### src/hw/rtl/hav_pkg.sv
// ----------------------------------------------------------------------------
// hav_pkg
// Shared constants, payload types and the CORDIC angle table.
// ----------------------------------------------------------------------------
package hav_pkg;

  localparam int unsigned LatW  = 30;
  localparam int unsigned LonW  = 31;
  localparam int unsigned DistW = 34;
  localparam int unsigned RadW  = 24;
  localparam int unsigned DegW  = 33;   // reduced angle in Q23, signed
  localparam int unsigned CW    = 34;   // CORDIC datapath width, signed Q30

  localparam logic signed [DegW-1:0] TurnQ23    = 33'sd3019898880;
  localparam logic signed [DegW-1:0] HalfTurnQ23 = 33'sd1509949440;
  localparam logic signed [DegW-1:0] QuarterQ23 = 33'sd754974720;
  localparam logic [31:0]            Deg2Rad    = 32'd2398762259;
  localparam logic signed [CW-1:0]   CordicStart = 34'sd652032874;
  localparam logic signed [CW-1:0]   OneQ30     = 34'sd1073741824;
  localparam logic signed [CW-1:0]   HalfPiQ30  = 34'sd1686629713;

  typedef struct packed {
    logic [LatW-1:0]  start_lat;
    logic [LonW-1:0]  start_lon;
    logic [LatW-1:0]  end_lat;
    logic [LonW-1:0]  end_lon;
  } hav_in_t;

  typedef struct packed {
    logic [DistW-1:0] distance;
  } hav_out_t;

  function automatic logic signed [CW-1:0] atan_lut(input logic [4:0] k);
    logic [31:0] v;
    case (k)
      5'd0: v = 32'h3243F6A8;  5'd1: v = 32'h1DAC6705;
      5'd2: v = 32'h0FADBAFC;  5'd3: v = 32'h07F56EA6;
      5'd4: v = 32'h03FEAB76;  5'd5: v = 32'h01FFD55B;
      5'd6: v = 32'h00FFFAAA;  5'd7: v = 32'h007FFF55;
      5'd8: v = 32'h003FFFEA;  5'd9: v = 32'h001FFFFD;
      5'd30: v = 32'h00000001; 5'd31: v = 32'h00000000;
      default: v = 32'h00100000 >> (k - 5'd10);
    endcase
    return CW'(signed'({1'b0, v}));
  endfunction

endpackage

### src/hw/rtl/hav_prep.sv
// ----------------------------------------------------------------------------
// hav_prep
// Two-stage angle front end: reduce a Q23 degree angle to +-90, then scale to
// Q30 radians. Flip flag marks a reflected cosine.
// ----------------------------------------------------------------------------
module hav_prep
  import hav_pkg::*;
(
  input  logic                   clk_i,
  input  logic                   en_i,
  input  logic signed [DegW-1:0] deg_i,
  output logic signed [CW-1:0]   rad_o,
  output logic                   flip_o
);
  logic signed [DegW:0]   r0, r1;
  logic signed [DegW-1:0] red_d, red_q;
  logic                   flip_d, flip_q, flip2_q;

  always_comb begin
    // inputs lie within +-256 degrees; one step brings them into [-180,180)
    r0 = (DegW+1)'(deg_i);
    if (r0 >= (DegW+1)'(HalfTurnQ23)) r0 = r0 - (DegW+1)'(TurnQ23);
    if (r0 < -(DegW+1)'(HalfTurnQ23)) r0 = r0 + (DegW+1)'(TurnQ23);
    flip_d = 1'b0;
    r1 = r0;
    if (r0 > (DegW+1)'(QuarterQ23)) begin
      r1 = (DegW+1)'(HalfTurnQ23) - r0; flip_d = 1'b1;
    end else if (r0 < -(DegW+1)'(QuarterQ23)) begin
      r1 = -(DegW+1)'(HalfTurnQ23) - r0; flip_d = 1'b1;
    end
    red_d = DegW'(r1);
  end

  logic [31:0] mag;
  logic [63:0] prod_d;
  logic [31:0] prod_q;
  logic        neg_q;
  assign mag    = red_q[DegW-1] ? 32'(-red_q) : 32'(red_q);
  assign prod_d = 64'(mag) * 64'(Deg2Rad);

  always_ff @(posedge clk_i) begin
    if (en_i) begin
      red_q   <= red_d;
      flip_q  <= flip_d;
      prod_q  <= prod_d[61:30];
      neg_q   <= red_q[DegW-1];
      flip2_q <= flip_q;
    end
  end

  assign rad_o  = neg_q ? -CW'(signed'({1'b0, prod_q})) : CW'(signed'({1'b0, prod_q}));
  assign flip_o = flip2_q;
endmodule

### config.mk
export PLATFORM = sky130hd
export DESIGN_NAME = hav_prep
export DESIGN_NICKNAME = d
export VERILOG_FILES = /design/src/hw/rtl/hav_pkg.sv /design/src/hw/rtl/hav_prep.sv
export SDC_FILE = /design/constraint.sdc
export NUM_CORES = 1
export LEC_CHECK = 0
export ABC_AREA = 1
export BUFFER_PORTS_ARGS = -buffer_cell sky130_fd_sc_hd__buf_2
export CAP_MARGIN = 20
export CELL_PAD_IN_SITES_DETAIL_PLACEMENT = 1
export CELL_PAD_IN_SITES_GLOBAL_PLACEMENT = 1
export CORE_MARGIN = 2
export CORE_UTILIZATION = 55
export DETAILED_ROUTE_END_ITERATION = 6
export GPL_ROUTABILITY_DRIVEN = 0
export PLACE_DENSITY_LB_ADDON = 0.1
export SLEW_MARGIN = 20
export SYNTH_ARGS = -nofsm -noshare
export SYNTH_HDL_FRONTEND = slang
export SYNTH_SLANG_ARGS = --single-unit
### constraint.sdc
create_clock -name clk_i -period 23.5 [get_ports clk_i]
set_input_delay 5.875 -clock clk_i [delete_from_list [all_inputs] [get_ports clk_i]]
set_output_delay 5.875 -clock clk_i [all_outputs]
set_load 0.03 [all_outputs]
# Word-level counts from Yosys, hierarchy flattened
# Cells that the tools add are included.
# word_totals
ff_bits,68
latch_bits,0
mem_bits_rw,0
romBits,0
in_bits,35
n_memories,0
# op_classes
n_addsub,6
n_mul,1
n_div,0
n_lt_le_gt_ge,4
n_eq_ne,0
shifts,0
n_mux,7
bitwise_logic,0
n_reduce_logical,0
# ops
cell,count
$mux W34,3
$mux W33,2
$sub A32 B33 Y33 const A,2
$mul A32 B32 Y62 const B,1
$add A34 B33 Y34 const B,1
$gt A34 B31 Y1 const B,1
$lt A34 B31 Y1 const B,1
$lt A34 B32 Y1 const B,1
$neg A32 Y34,1
$sub A33 B33 Y34 const B,1
$ge A33 B32 Y1 const B,1
$mux W32,1
$neg A32 Y32,1
$mux W1,1

# Logic depth before layout (Yosys ltp)
# depth
ltp_word,7
mapped_depth,40
ltp_nobuf,40

# Worst setup path before layout
# OpenSTA, ideal clock, no wires.
# synth_path
path_type,reg2out
from,reg prod_q[0]
to,out rad_o[30]
arrival_ns,2.840
required_ns,17.625
slack_ns,14.785
path_stages_with_launch,17
path_buffers,0
cell_sequence,edfxtp_1 > inv_1 > ha_1 > inv_1 > nor3_1 > nor3b_1 > inv_1 > nor3_1 > nor3b_1 > nand3_1 > nor3_1 > nand2_1 > nand2_1 > o21ai_0 > nor2_1 > o21ai_0 > xor2_1
# synth_between
elab_chain_len,2
# synth_lines
element,line_no,text
from (decl),hav_prep.sv:36,logic [31:0] prod_q;
from (signal assigned),hav_prep.sv:45,prod_q <= prod_d[61:30];
$neg A32 Y34,hav_prep.sv:51,"assign rad_o = neg_q ? -CW'(signed'({1'b0, prod_q})) : CW'(signed'({1'b0, prod_q}));"
$mux W34,hav_prep.sv:51,
to (decl),hav_prep.sv:12,"output logic signed [CW-1:0] rad_o,"
# Every way passes these cells.

# Worst setup path after layout
# layout_path
from,reg red_q[0]
to,reg prod_q[31] (data pin)
# layout_between
elab_chain_len,3
# layout_lines
element,line_no,text
from (decl),hav_prep.sv:16,"logic signed [DegW-1:0] red_d, red_q;"
from (signal assigned),hav_prep.sv:43,red_q <= red_d;
$neg A32 Y32,hav_prep.sv:38,assign mag = red_q[DegW-1] ? 32'(-red_q) : 32'(red_q);
$mux W32 *,hav_prep.sv:38,
$mul A32 B32 Y62 *,hav_prep.sv:39,assign prod_d = 64'(mag) * 64'(Deg2Rad);
net prod_d[61],hav_prep.sv:35,logic [63:0] prod_d;
# Mark *: on every way through the listed nets, which the timed path passes. The rest lies on a longest branch.
# A chain may end at the register's enable or synchronous reset.

==> flow_summary.ini <==
[timing]
clock-skew-final_ps = 9.64
max_freq_mhz = 96.5
rsz0062_at_grt = no
period_needed_ps = 10360
maxSlewHeadroom_pct = 27.3
fin_setup_tns_ps = 0
worstMarginPinSlew_ps = 1090
finalCritPeriodShare_pct = 44.1
slew_viol_final = 0
final_hold_viol_count = 0
setup_violations = 0

[clock_network]
cts_setup_buffers = 0
clock_path_buffers = 2
cts_resized = 0
clk_latency_ps = 370
postCtsHoldBufs = 0
root_buffer = clkbuf_16
cts_buffers = 9
cts.sink_count = 68
cts_tree = built
path_clk_slew_ps = 60
htree_levels = 3

[final_layout]
mostFrequentLayoutCell = inv_1
area_growth_pct = 5.88
layout_common_cells = inv_1, fa_1, ha_1
diodes = 0
layout-drive-gt1-share_pct = 4.94
final_nets = 3617

[global_route]
grt_pass1_vias = 21500
track_usage_pct = 35.6
grt_start_max_net_pins = 69
antenna_found_initial = 0
grt_pass1_wl_um = 117000
grt-ovfl-total = 0

[run_status]
outcome = completed

[yosys]
synth.ff_latch_count = 68
dominantRegCellSynth = edfxtp_1
synthDistinctLibCells = 44
yosysSeqAreaShare_pct = 8.78
async_reset_ff_share_pct = 0
syn_area_per_cell_sq_um = 8.54
synth_cells = 2725
netlist_area_sq_um = 23300
syn-num-nets = 3531
yosysWarnings = 0
synth_edf_count = 68

[critical_path]
crit_arrival_ps = 10460
cp_max_fo = 13
critical_path_class = reg -> reg
max_stage_delay_ps = 680
cp_slowest_cell = edfxtp_1
critPathMostFrequentCell = inv_1
crit_path_end_kind = flip-flop
worst_setup_path_start_kind = flip-flop
crit_required_ps = 23600

[route]
routed_wl_um = 74000
wl_per_cell_um = 22.1
drc = 0
postRouteAntennaNets = 0
routed_via_density = 5.54
vias = 18600
dr.pass1.iters = 5
initialDrtViolationCount = 1108

[hold_path]
hp-class = reg -> reg

[floorplan]
initial_core_util_pct = 55.6
dieArea_sq_um = 44000
core_area_sq_um = 41900
fp-row-count = 75
die_h_um = 210
io_pins = 70
die_w_um = 210

[flow_run]
cap_violations = 0

[placement]
port_buffers = 69
hpwl_um = 66100
## final cells by class
class | instances | area, sq um
Multi-Input combinational cell | 1771 | 17900
Fill cell | 5106 | 17200
Clock inverter | 6 | 56.3
Sequential cell | 68 | 2040
Inverter | 875 | 3280
Clock buffer | 9 | 225
Timing Repair Buffer | 86 | 473
Tap cell | 539 | 674
## metrics by stage
stage	hold slack, ps	util, %	std cells	cell area [sq um]	setup WS [ps]
floorplan	400	-	2725	23300	14790
global placement	403	58.1	3339	24300	13640
detailed placement	411	58.1	3339	24300	13310
CTS	426	58.8	3354	24600	13270
global route	453	58.9	3354	24600	12410
finish	422	58.9	3354	24600	13140
## path summary, 6_finish.rpt
path,start,to,slack [ps],depth (start not counted)
min,flip_q$_SDFFCE_PP1P_,flip_o$_DFFE_PP_,420,0
max,red_q[0]$_DFFE_PP_,prod_q[31]$_DFFE_PP_,13140,34
min reg2reg,flip_q$_SDFFCE_PP1P_,flip_o$_DFFE_PP_,420,0
max reg2reg,red_q[0]$_DFFE_PP_,prod_q[31]$_DFFE_PP_,13140,34
## registers in the layout (all words and copies together) (netlist names)
signal / cells
red_q: 33
neg_q: 1
flip_q: 1
flip_o: 1
prod_q: 32
## critical path: cells and delay by family (launching register included)
| family | cells | cell delay (ps) |
|---|---|---|
| AOI/OAI and AO/OA | 9 | 2390 |
| xor gates and xnor gates | 2 | 770 |
| adders and majority gates | 8 | 3710 |
| buffers and inverters | 7 | 1110 |
| DFF | 1 | 680 |
| and+or+nand+nor | 8 | 1400 |
## kinds of logic after synthesis
logic type      share of synthesized area (%)
buf+inv                                  14.4
fa+ha+maj                                54.4
simple gates                             11.5
compound gates                           5.69
xor+xnor                                 5.23
flops                                    8.78
## routing by layer
layer  vias to the layer above  wire length, um  global-route usage [%]
li1                       8368                -                       -
met1                      9338            29200                    43.1
met2                       646            35700                    61.0
met3                       218             4940                    6.57
met4                         0             4110                    17.9
met5                         -                0                       0
## synthesized netlist by cell type, types with 2 or more instances
library cell / number / area (sq um)
inv_1: 865 / 3250
fa_1: 400 / 8010
ha_1: 371 / 4640
nand2_1: 316 / 1190
nor2_1: 157 / 589
a21oi_1: 111 / 556
xor2_1: 110 / 963
nand3_1: 82 / 410
edfxtp_1: 68 / 2040
o21ai_0: 50 / 250
xnor2_1: 29 / 254
nor3_1: 25 / 125
a31oi_1: 21 / 131
inv_2: 10 / 37.5
nand4_1: 9 / 56.3
nor4_1: 9 / 56.3
o211ai_1: 9 / 67.6
nand2_2: 8 / 50.1
o21bai_1: 7 / 52.6
nor3b_1: 6 / 45.0
o21a_1: 6 / 45.0
a21o_1: 5 / 37.5
clkbuf_1: 5 / 18.8
nand2_4: 5 / 56.3
o31ai_1: 5 / 37.5
or2_2: 5 / 31.3
a21boi_0: 4 / 30.0
o21ai_1: 4 / 20.0
buf_4: 3 / 22.5
buf_6: 3 / 33.8
nand3b_1: 2 / 15.0
nor2_2: 2 / 12.5
o21ai_4: 2 / 32.5
Power is not shown: default switching activity piles up to over one toggle a cycle in this logic, so the estimate is an artifact.
